**config.mk**
```make
export PLATFORM = sky130hd
export DESIGN_NAME = tor_front
export DESIGN_NICKNAME = d
export VERILOG_FILES = /design/src/rtl/core/tor_pkg.sv /design/src/rtl/core/tor_front.sv
export SDC_FILE = /design/constraint.sdc
export NUM_CORES = 1
export LEC_CHECK = 0
export BUFFER_PORTS_ARGS = -buffer_cell sky130_fd_sc_hd__buf_2
export CAP_MARGIN = 40
export CORE_ASPECT_RATIO = 2
export CORE_UTILIZATION = 51
export CTS_CLUSTER_SIZE = 20
export DETAILED_ROUTE_END_ITERATION = 12
export PLACE_DENSITY = 0.79
export REMOVE_ABC_BUFFERS = 1
export SYNTH_ARGS = -nofsm -noshare
export SYNTH_HDL_FRONTEND = slang
export SYNTH_SLANG_ARGS = --single-unit
```
**constraint.sdc**
```tcl
create_clock -name clk -period 4 [get_ports clk]
set_input_delay 0.6 -clock clk [delete_from_list [all_inputs] [get_ports clk]]
set_output_delay 0.6 -clock clk [all_outputs]
set_load 0.03 [all_outputs]
```
**src/rtl/core/tor_pkg.sv**
```systemverilog
// ----------------------------------------------------------------------------
// tor_pkg
// Shared types and constants for the twelve-opcode core.
// ----------------------------------------------------------------------------
package tor_pkg;

  localparam int MEM_WORDS = 2048;
  localparam int MEM_AW    = 11;

  typedef enum logic [1:0] {
    K_WRITE = 2'd0,
    K_EXEC  = 2'd1,
    K_READM = 2'd2,
    K_READR = 2'd3
  } op_kind_t;

  localparam logic [3:0] OP_ADD  = 4'd0;
  localparam logic [3:0] OP_SUB  = 4'd1;
  localparam logic [3:0] OP_MULI = 4'd2;
  localparam logic [3:0] OP_ADDI = 4'd3;
  localparam logic [3:0] OP_BNE  = 4'd4;
  localparam logic [3:0] OP_ANDI = 4'd5;
  localparam logic [3:0] OP_ORI  = 4'd6;
  localparam logic [3:0] OP_J    = 4'd7;
  localparam logic [3:0] OP_SLL  = 4'd8;
  localparam logic [3:0] OP_SRL  = 4'd9;
  localparam logic [3:0] OP_LW   = 4'd10;
  localparam logic [3:0] OP_SW   = 4'd11;

  typedef struct packed {
    op_kind_t          kind;
    logic [MEM_AW-1:0] loc;
    logic [31:0]       word;
  } q_item_t;

  typedef struct packed {
    logic    valid;
    q_item_t item;
  } fe_head_t;

  // laid out msb first so the packed value is the result tdata
  typedef struct packed {
    logic              program_end;
    logic              branch_taken;
    logic              mem_write;
    logic [31:0]       dest_value;
    logic [4:0]        dest_index;
    logic              reg_write;
    logic [3:0]        executed_opcode;
    logic [MEM_AW-1:0] next_pc;
    logic [31:0]       read_value;
  } rsp_t;

endpackage

```
**src/rtl/core/tor_front.sv**
```systemverilog
// ----------------------------------------------------------------------------
// tor_front
// Accepts items, tags their kind and queues them for the execution side.
// ----------------------------------------------------------------------------
module tor_front (
  input  logic              clk,
  input  logic              rst_n,
  input  logic              in_tvalid,
  output logic              in_tready,
  input  logic [47:0]       in_tdata,
  input  logic [1:0]        in_tuser,
  input  logic              clearing,
  input  logic              pop,
  output tor_pkg::fe_head_t head
);
  import tor_pkg::*;

  q_item_t    fifo_r [2];
  logic [1:0] cnt_r, cnt_nxt;
  logic       wp_r, rp_r;
  logic       push;
  q_item_t    item;

  assign in_tready = (cnt_r != 2'd2) && !clearing;
  assign push      = in_tvalid && in_tready;

  always_comb begin
    item.kind = op_kind_t'(in_tuser);
    item.loc  = in_tdata[10:0];
    item.word = in_tdata[42:11];
  end

  assign head.valid = (cnt_r != 2'd0);
  assign head.item  = fifo_r[rp_r];

  always_comb begin
    cnt_nxt = cnt_r;
    if (push && !(pop && head.valid)) cnt_nxt = cnt_r + 2'd1;
    else if (!push && pop && head.valid) cnt_nxt = cnt_r - 2'd1;
  end

  always_ff @(posedge clk) begin
    if (!rst_n) begin
      cnt_r <= 2'd0;
      wp_r  <= 1'b0;
      rp_r  <= 1'b0;
    end else begin
      cnt_r <= cnt_nxt;
      if (push) wp_r <= !wp_r;
      if (pop && head.valid) rp_r <= !rp_r;
    end
  end

  always_ff @(posedge clk) begin
    if (push) fifo_r[wp_r] <= item;
  end

endmodule

```
==> flow_summary.html, run 1 <==
<table>
<tr><th>Metric</th><th>Value</th></tr>
<tr><th colspan="2">Status</th></tr>
<tr><td>Status</td><td>completed</td></tr>
<tr><th colspan="2">Power and ir drop</th></tr>
<tr><td>Logic gate share of total power</td><td>10.3%</td></tr>
<tr><td>Internal Power</td><td>1.69 mW</td></tr>
<tr><td>Switch Pwr</td><td>0.468 mW</td></tr>
<tr><td>Leakage component of the power</td><td>1.64 nW</td></tr>
<tr><td>Worst-case vdd ir drop</td><td>0.362 mV</td></tr>
<tr><td>Power consumption</td><td>2.16 mW</td></tr>
<tr><td>Sequential group share of total power</td><td>52.7%</td></tr>
<tr><td>Switching part of the total</td><td>21.6%</td></tr>
<tr><td>PD cells</td><td>487 mW/mm^2</td></tr>
<tr><td>Share of total power in the clock network</td><td>37.0%</td></tr>
<tr><th colspan="2">Cells and area</th></tr>
<tr><td>Fraction of final layout cells with drive strength greater than 1</td><td>59.4%</td></tr>
<tr><td>Sequential cell area</td><td>0.00280 sq mm</td></tr>
<tr><td>Commonest cells after routing, fill and taps aside</td><td>sky130_fd_sc_hd__buf_2 (96), sky130_fd_sc_hd__edfxtp_1 (90), sky130_fd_sc_hd__mux2_2 (45)</td></tr>
<tr><td># diodes</td><td>0</td></tr>
<tr><td>Layout overhead on the synthesized area</td><td>25.9%</td></tr>
<tr><td>Most frequent standard cell in the layout excluding fill and tap cells</td><td>sky130_fd_sc_hd__buf_2</td></tr>
<tr><td>Final-layout fill cell count</td><td>496</td></tr>
<tr><td>Area of combinational cells with multiple inputs</td><td>674 sq um</td></tr>
<tr><td>End-of-flow core utilization</td><td>67.0%</td></tr>
<tr><td>Design area</td><td>0.00444 sq mm</td></tr>
<tr><td>Number of nets at the end of the flow</td><td>328</td></tr>
<tr><td>Non-filler instance count after layout</td><td>366</td></tr>
<tr><th colspan="2">Global routing</th></tr>
<tr><td>Via count of the first global-routing pass</td><td>1921</td></tr>
<tr><td>Pin count of the biggest net entering global routing</td><td>30</td></tr>
<tr><td>Number of antenna violations at the first check in global routing</td><td>0</td></tr>
<tr><td>Global route total overflow</td><td>0</td></tr>
<tr><td>Global-route wire length before repair</td><td>8940 microns</td></tr>
<tr><td>GRT Total Usage</td><td>18.2%</td></tr>
<tr><th colspan="2">Yosys</th></tr>
<tr><td>Synth area leaders</td><td>sky130_fd_sc_hd__edfxtp_1 (77%), sky130_fd_sc_hd__mux2_2 (14%), sky130_fd_sc_hd__dfxtp_1 (2.8%)</td></tr>
<tr><td>Cell accounting for the most synthesized area</td><td>sky130_fd_sc_hd__edfxtp_1</td></tr>
<tr><td>Proportion of netlist area held by the largest area contributor</td><td>76.7%</td></tr>
<tr><td>Number of unique standard cell types used by synthesis</td><td>24</td></tr>
<tr><td>Synth Instances</td><td>167</td></tr>
<tr><td>Warnings, synthesis</td><td>0</td></tr>
<tr><td>Total of flip-flops plus latches after synthesis</td><td>95</td></tr>
<tr><td>Average cell area after synthesis</td><td>21.1 sq um</td></tr>
<tr><td>Post-synthesis cell area</td><td>0.00353 sq mm</td></tr>
<tr><td>Sequential element share of the synthesized area</td><td>79.5%</td></tr>
<tr><th colspan="2">Setup path</th></tr>
<tr><td>Buffers plus inverters on the worst setup path</td><td>2</td></tr>
<tr><td>Maximum fanout count along the critical path</td><td>24</td></tr>
<tr><td>Setup crit start kind</td><td>flop</td></tr>
<tr><td>Worst Setup Path Type</td><td>reg -&gt; out</td></tr>
<tr><td>Cell Chain, Critical Path</td><td>buf_16 -&gt; mux2_2 -&gt; buf_2</td></tr>
<tr><td>Largest delay share family, worst path</td><td>flip-flops</td></tr>
<tr><td>Arr. time, crit path</td><td>1.82 ns</td></tr>
<tr><td>Worst path max stage delay</td><td>0.70 ns</td></tr>
<tr><td>Critical Path RT</td><td>3.40 ns</td></tr>
<tr><td>Critical path capture point type</td><td>output pin</td></tr>
<tr><td>Critical-path top delay cell</td><td>sky130_fd_sc_hd__dfxtp_2</td></tr>
<tr><th colspan="2">Clock tree</th></tr>
<tr><td>CTS Root Buffer Type</td><td>sky130_fd_sc_hd__clkbuf_16</td></tr>
<tr><td>Clock tree from TritonCTS</td><td>yes</td></tr>
<tr><td>H-Tree Depth</td><td>3</td></tr>
<tr><td>Clk sinks</td><td>95</td></tr>
<tr><td>Total of cells resized after clock tree synthesis</td><td>0</td></tr>
<tr><td>Number of buffers on the longest clock path</td><td>2</td></tr>
<tr><td>Clock insertion delay at the later pin of the skew report</td><td>0.33 ns</td></tr>
<tr><td>CTS Buf Count</td><td>9</td></tr>
<tr><td>Post CTS Setup Buffer Count</td><td>0</td></tr>
<tr><td># hold bufs at CTS</td><td>0</td></tr>
<tr><td>Register clock-pin slew on the reported worst setup and hold paths</td><td>0.06 ns</td></tr>
<tr><th colspan="2">Timing</th></tr>
<tr><td>Setup-violating endpoint count in the final report</td><td>0</td></tr>
<tr><td>Number of hold-slack violations in the final timing report</td><td>0</td></tr>
<tr><td>Final Hold Slack</td><td>0.454 ns</td></tr>
<tr><td>Count of pins over their slew limit</td><td>0</td></tr>
<tr><td>Setup slack of the critical path after layout</td><td>1.58 ns</td></tr>
<tr><td>Setup repair after global routing missed its margin</td><td>no</td></tr>
<tr><td>Max frequency</td><td>0.413 GHz</td></tr>
<tr><td>Final Cycle Share</td><td>60.5%</td></tr>
<tr><td>Measured slew at the worst slew-check pin</td><td>0.597 ns</td></tr>
<tr><td>Sum of negative setup slack</td><td>0 ns</td></tr>
<tr><td>Final critical delay including setup and external delays</td><td>2.42 ns</td></tr>
<tr><td>Tightest slew margin relative to the limit</td><td>60.2%</td></tr>
<tr><td>Worst clock skew on the final layout</td><td>0.00513 ns</td></tr>
<tr><th colspan="2">Placement</th></tr>
<tr><td>Placed cells</td><td>350</td></tr>
<tr><td>Placed wire-length estimate after detailed placement</td><td>4090 microns</td></tr>
<tr><td>Number of buffer cells added on primary ports</td><td>96</td></tr>
<tr><td>Cell Area, Placed</td><td>0.00416 sq mm</td></tr>
<tr><td>Routability congestion estimate</td><td>0.708</td></tr>
<tr><td>Minimum setup slack after placement</td><td>1.87 ns</td></tr>
<tr><th colspan="2">Die</th></tr>
<tr><td>Die area</td><td>0.00727 sq mm</td></tr>
<tr><td>Die Y-Extent</td><td>120 microns</td></tr>
<tr><td>Boundary pin count</td><td>102</td></tr>
<tr><td>Initial Util</td><td>53.3%</td></tr>
<tr><td>Width of the die</td><td>60.8 microns</td></tr>
<tr><td>Core Area</td><td>0.00662 sq mm</td></tr>
<tr><td>Site row count</td><td>42</td></tr>
<tr><th colspan="2">Route</th></tr>
<tr><td>First-pass DRT Iterations</td><td>4</td></tr>
<tr><td>1st-iter DRT viols</td><td>69</td></tr>
<tr><td>Drc violations</td><td>0</td></tr>
<tr><td>Post-route antenna net violation count</td><td>0</td></tr>
<tr><td>Detailed-route wire length</td><td>5930 microns</td></tr>
<tr><td>Number of vias per cell</td><td>5.04</td></tr>
<tr><td>Wire length per cell after detailed routing</td><td>16.2 microns</td></tr>
<tr><td>Number of vias in the routed layout</td><td>1844</td></tr>
<tr><th colspan="2">Hold path</th></tr>
<tr><td>Class of the tightest hold or removal check</td><td>in -&gt; reg</td></tr>
<tr><th colspan="2">Run</th></tr>
<tr><td>Count of max-cap constraint violations</td><td>0</td></tr>
</table>
synth_stat cells:
master / number
sky130_fd_sc_hd__nor3_2: 1
sky130_fd_sc_hd__o2bb2a_4: 1
sky130_fd_sc_hd__xor2_1: 1
sky130_fd_sc_hd__dfxtp_1: 5
sky130_fd_sc_hd__buf_4: 1
sky130_fd_sc_hd__o2111ai_1: 1
sky130_fd_sc_hd__o31ai_1: 1
sky130_fd_sc_hd__nand3b_1: 1
sky130_fd_sc_hd__a21oi_1: 1
sky130_fd_sc_hd__nand2b_1: 1
sky130_fd_sc_hd__nor2b_2: 1
sky130_fd_sc_hd__nor2_1: 3
sky130_fd_sc_hd__a31oi_2: 1
sky130_fd_sc_hd__or2_4: 1
sky130_fd_sc_hd__o21ai_0: 1
sky130_fd_sc_hd__edfxtp_1: 90
sky130_fd_sc_hd__o21a_1: 2
sky130_fd_sc_hd__nand2_1: 1
sky130_fd_sc_hd__inv_1: 1
sky130_fd_sc_hd__mux2_2: 45
sky130_fd_sc_hd__and3_1: 1
sky130_fd_sc_hd__and2b_2: 1
sky130_fd_sc_hd__buf_6: 4
sky130_fd_sc_hd__nor2b_1: 1
cells by family (layout without fill, tap and decap cells):
group                     count (synthesis)  after routing  share of synthesized area [%]
and+or+nand+nor                          12             12                           2.20
AOI/OAI and AO/OA                         8              8                           2.09
DFF                                      95             95                           79.5
xor gates and xnor gates                  1              1                          0.248
buffers and inverters                     6            117                           1.60
muxes                                    45             45                           14.4
cell type report:
type                       count  area share (%)
sequential                    95            63.2
multi-input combinational     66            15.2
timing repair buffer         100            12.7
clock buffer                  12            5.33
tap                           88            2.48
clock inverter                 4            1.04
inverter                       1          0.0846
power groups by stage:
stage	logic, mW	clock network (mW)	registers [mW]
finish	0.222	0.800	1.14
global route	0.236	0.860	1.14
CTS	0.225	0.826	1.14
detailed placement	0.224	0	1.16
global placement	0.207	0	1.17
floorplan	0.138	0	1.16
sequential cells by signal, summed over array words and instances, names as in the netlist, named ones only:
register  cells
rp_r          1
wp_r          1
fifo_r       90
cnt_r         2
worst paths after layout:
kind         slack (ns)  depth (start not counted)             startpoint                       to
min                0.45                          1           in_tdata[26]  fifo_r[0][15]$_DFFE_PP_
max                1.58                          3                   flop                 head[17]
max reg2reg        2.22                          4  cnt_r[1]$_SDFFE_PN0P_  fifo_r[1][39]$_DFFE_PP_
min reg2reg        0.50                          2      rp_r$_SDFFE_PN0P_        rp_r$_SDFFE_PN0P_
layer usage:
layer  GRT usage (%)  vias to the layer above  wire (microns)
li1                -                      872               -
met1            18.0                      909            2020
met2            31.1                       53            3440
met3            5.71                       10             318
met4            11.2                        0             149
met5               0                        -               0
Note: power is estimated with default switching activity, not from simulation.
==> run 2, diff against run 1 <==
Clock period 4 ns to 2.5 ns, I/O delays scaled along.
==> flow_summary.html, run 2 (synthesis results as in run 1) <==
<table>
<tr><th>Metric</th><th>Value</th></tr>
<tr><th colspan="2">Power and ir drop</th></tr>
<tr><td>Leakage component of the power</td><td>1.64 nW (+0.11%)</td></tr>
<tr><td>Internal Power</td><td>2.69 mW (+59%)</td></tr>
<tr><td>Sequential group share of total power</td><td>52.9% (+0.2 points)</td></tr>
<tr><td>Share of total power in the clock network</td><td>36.7% (-0.3 points)</td></tr>
<tr><td>Logic gate share of total power</td><td>10.4% (about the same)</td></tr>
<tr><td>Power consumption</td><td>3.43 mW (+59%)</td></tr>
<tr><td>Switching part of the total</td><td>21.6% (-0.037 points)</td></tr>
<tr><td>PD cells</td><td>781 mW/mm^2 (+60%)</td></tr>
<tr><td>Switch Pwr</td><td>0.741 mW (+58%)</td></tr>
<tr><td>Worst-case vdd ir drop</td><td>0.481 mV (+33%)</td></tr>
<tr><th colspan="2">Clock tree</th></tr>
<tr><td>Total of cells resized after clock tree synthesis</td><td>0 (unchanged)</td></tr>
<tr><td>CTS Root Buffer Type</td><td>sky130_fd_sc_hd__clkbuf_16</td></tr>
<tr><td>Number of buffers on the longest clock path</td><td>2 (unchanged)</td></tr>
<tr><td>Post CTS Setup Buffer Count</td><td>0 (unchanged)</td></tr>
<tr><td># hold bufs at CTS</td><td>0 (unchanged)</td></tr>
<tr><td>Clock insertion delay at the later pin of the skew report</td><td>0.32 ns (about the same)</td></tr>
<tr><td>Clock tree from TritonCTS</td><td>yes</td></tr>
<tr><td>Register clock-pin slew on the reported worst setup and hold paths</td><td>0.06 ns (about the same)</td></tr>
<tr><td>CTS Buf Count</td><td>9 (unchanged)</td></tr>
<tr><td>H-Tree Depth</td><td>3 (unchanged)</td></tr>
<tr><td>Clk sinks</td><td>95 (unchanged)</td></tr>
<tr><th colspan="2">Placement</th></tr>
<tr><td>Placed cells</td><td>352 (+0.57%)</td></tr>
<tr><td>Minimum setup slack after placement</td><td>0.781 ns (-1.09 ns)</td></tr>
<tr><td>Number of buffer cells added on primary ports</td><td>96 (unchanged)</td></tr>
<tr><td>Placed wire-length estimate after detailed placement</td><td>4180 microns (+2.1%)</td></tr>
<tr><td>Routability congestion estimate</td><td>0.718 (+1.4%)</td></tr>
<tr><td>Cell Area, Placed</td><td>0.00412 sq mm (-0.90%)</td></tr>
<tr><th colspan="2">Setup path</th></tr>
<tr><td>Worst r2r src</td><td>cnt_r[1]$_SDFFE_PN0P_</td></tr>
<tr><td>Critical path capture point type</td><td>output pin</td></tr>
<tr><td>Arr. time, crit path</td><td>1.56 ns (-0.26 ns)</td></tr>
<tr><td>Minimum setup slack among reg-to-reg paths</td><td>0.89 ns (-1.33 ns)</td></tr>
<tr><td>Maximum fanout count along the critical path</td><td>27 (+13%)</td></tr>
<tr><td>Worst R2R Path Depth</td><td>4 (unchanged)</td></tr>
<tr><td>Worst path max stage delay</td><td>0.39 ns (-0.31 ns)</td></tr>
<tr><td>FF-to-FF End</td><td>fifo_r[1][38]$_DFFE_PP_</td></tr>
<tr><td>Critical-path top delay cell</td><td>sky130_fd_sc_hd__mux2_2</td></tr>
<tr><td>Setup crit start kind</td><td>flop</td></tr>
<tr><td>Cell Chain, Critical Path</td><td>buf_4 -&gt; mux2_2 -&gt; buf_2</td></tr>
<tr><td>Critical Path RT</td><td>2.12 ns (-1.28 ns)</td></tr>
<tr><td>Worst Setup Path Type</td><td>reg -&gt; out</td></tr>
<tr><th colspan="2">Hold path</th></tr>
<tr><td>Worst hold path depth</td><td>1 (unchanged)</td></tr>
<tr><td>Class of the tightest hold or removal check</td><td>in -&gt; reg</td></tr>
<tr><td>Launch instance of the worst min-delay path</td><td>in_tdata[23]</td></tr>
<tr><td>Hold worst-path end</td><td>fifo_r[0][12]$_DFFE_PP_</td></tr>
<tr><th colspan="2">Timing</th></tr>
<tr><td>Sum of negative setup slack</td><td>0 ns (unchanged)</td></tr>
<tr><td>Max frequency</td><td>0.517 GHz</td></tr>
<tr><td>Setup repair after global routing missed its margin</td><td>no</td></tr>
<tr><td>Final Cycle Share</td><td>77.4%</td></tr>
<tr><td>Setup-violating endpoint count in the final report</td><td>0 (unchanged)</td></tr>
<tr><td>Setup slack of the critical path after layout</td><td>0.564 ns (-1.02 ns)</td></tr>
<tr><td>Tightest slew margin relative to the limit</td><td>73.1% (+13 points)</td></tr>
<tr><td>Worst clock skew on the final layout</td><td>0.00428 ns (-0.000842 ns)</td></tr>
<tr><td>Count of pins over their slew limit</td><td>0 (unchanged)</td></tr>
<tr><td>Number of hold-slack violations in the final timing report</td><td>0 (unchanged)</td></tr>
<tr><td>Measured slew at the worst slew-check pin</td><td>0.404 ns (-0.193 ns)</td></tr>
<tr><td>Final critical delay including setup and external delays</td><td>1.94 ns</td></tr>
<tr><th colspan="2">Global routing</th></tr>
<tr><td>Pin count of the biggest net entering global routing</td><td>30 (unchanged)</td></tr>
<tr><td>Via count of the first global-routing pass</td><td>1922 (+0.052%)</td></tr>
<tr><td>Number of antenna violations at the first check in global routing</td><td>0 (unchanged)</td></tr>
<tr><td>Global-route wire length before repair</td><td>8910 microns (-0.31%)</td></tr>
<tr><td>GRT Total Usage</td><td>18.1% (-0.11 points)</td></tr>
<tr><td>Global route total overflow</td><td>0 (unchanged)</td></tr>
<tr><th colspan="2">Cells and area</th></tr>
<tr><td>Number of flip-flops under the largest register name</td><td>90 (unchanged)</td></tr>
<tr><td>Layout overhead on the synthesized area</td><td>24.7%</td></tr>
<tr><td>Commonest cells after routing, fill and taps aside</td><td>sky130_fd_sc_hd__buf_2 (96), sky130_fd_sc_hd__edfxtp_1 (90), sky130_fd_sc_hd__mux2_2 (45)</td></tr>
<tr><td>Register with the highest flop count</td><td>fifo_r</td></tr>
<tr><td>Non-filler instance count after layout</td><td>367 (+0.27%)</td></tr>
<tr><td>Fraction of final layout cells with drive strength greater than 1</td><td>60.2% (+0.86 points)</td></tr>
<tr><td>Most frequent standard cell in the layout excluding fill and tap cells</td><td>sky130_fd_sc_hd__buf_2</td></tr>
<tr><td>Number of nets at the end of the flow</td><td>330 (+0.61%)</td></tr>
<tr><td># diodes</td><td>0 (unchanged)</td></tr>
<tr><td>Largest regs</td><td>fifo_r x90, cnt_r x2</td></tr>
<tr><td>Design area</td><td>0.00440 sq mm (-0.96%)</td></tr>
<tr><th colspan="2">Die</th></tr>
<tr><td>Site row count</td><td>42 (unchanged)</td></tr>
<tr><td>Die Y-Extent</td><td>120 microns (unchanged)</td></tr>
<tr><td>Core Area</td><td>0.00662 sq mm (unchanged)</td></tr>
<tr><td>Boundary pin count</td><td>102 (unchanged)</td></tr>
<tr><td>Width of the die</td><td>60.8 microns (unchanged)</td></tr>
<tr><td>Initial Util</td><td>53.3% (unchanged)</td></tr>
<tr><td>Die area</td><td>0.00727 sq mm (unchanged)</td></tr>
<tr><th colspan="2">Route</th></tr>
<tr><td>1st-iter DRT viols</td><td>22 (-68%)</td></tr>
<tr><td>Number of vias in the routed layout</td><td>1856 (+0.65%)</td></tr>
<tr><td>Post-route antenna net violation count</td><td>0 (unchanged)</td></tr>
<tr><td>Detailed-route wire length</td><td>6060 microns (+2.2%)</td></tr>
<tr><td>First-pass DRT Iterations</td><td>4 (unchanged)</td></tr>
<tr><td>Drc violations</td><td>0 (unchanged)</td></tr>
<tr><td>Wire length per cell after detailed routing</td><td>16.5 microns (+1.9%)</td></tr>
<tr><td>Number of vias per cell</td><td>5.06 (+0.38%)</td></tr>
<tr><th colspan="2">Status</th></tr>
<tr><td>Status</td><td>completed</td></tr>
<tr><th colspan="2">Run</th></tr>
<tr><td>Count of max-cap constraint violations</td><td>0 (unchanged)</td></tr>
</table>
## run 2: changes by cell type in the layout (fill, tap and decap cells not counted), sizes merged
cell	before	now
clkbuf	12	9
clkinv	2	5
buf	100	102
clkinvlp	1	0
## run 2: worst max-delay path: cells and delay by family, from the launching register on
family	cells	cell delay, ns
flops	1	0.32
buf+inv	2	0.52
mux	1	0.39
## run 2: cell type report
| type | instances | area [sq um] |
|---|---|---|
| fillers | 499 | 2230 |
| inverters | 1 | 3.75 |
| clock buffers | 9 | 225 |
| multi-input cells | 66 | 674 |
| clock inverters | 6 | 52.6 |
| well taps | 88 | 110 |
| flip-flops and latches | 95 | 2800 |
| repair buffers | 102 | 526 |
## run 2: power groups by stage
stage,registers [mW],clock network [mW],logic [mW]
final,1.82,1.26,0.356
after floorplan,1.86,0,0.220
after global routing,1.82,1.36,0.378
after detailed placement,1.85,0,0.360
after global placement,1.85,0,0.351
after CTS,1.82,1.29,0.361
## run 2: how the worst max path moves through the flow
stage,startpoint,end,slack [ns],cells past startpoint
final,flop,head[13],0.56,3
after global routing,flop,head[13],0.50,3
after CTS,flop,head[13],0.54,3
after detailed placement,clearing,fifo_r[0][7]$_DFFE_PP_,0.78,4
after global placement,clearing,fifo_r[0][7]$_DFFE_PP_,0.85,4
after floorplan,clearing,fifo_r[0][0]$_DFFE_PP_,-0.32,2
## run 2: metrics by stage
| step | utilization [%] | hold WS, ns |
|---|---|---|
| finish | 66.4 | 0.236 |
| global route | 66.4 | 0.217 |
| CTS | 66.4 | 0.220 |
| detailed placement | 62.2 | 0.506 |
| global placement | 62.2 | 0.486 |
| floorplan | - | 0.472 |
## run 2: routing by layer
metal	up-vias	global-route usage, %	routed length, microns
met3	8	5.82	375
met2	63	32.2	3500
met4	0	8.52	109
li1	872	-	-
met5	-	0	0
met1	913	17.8	2080
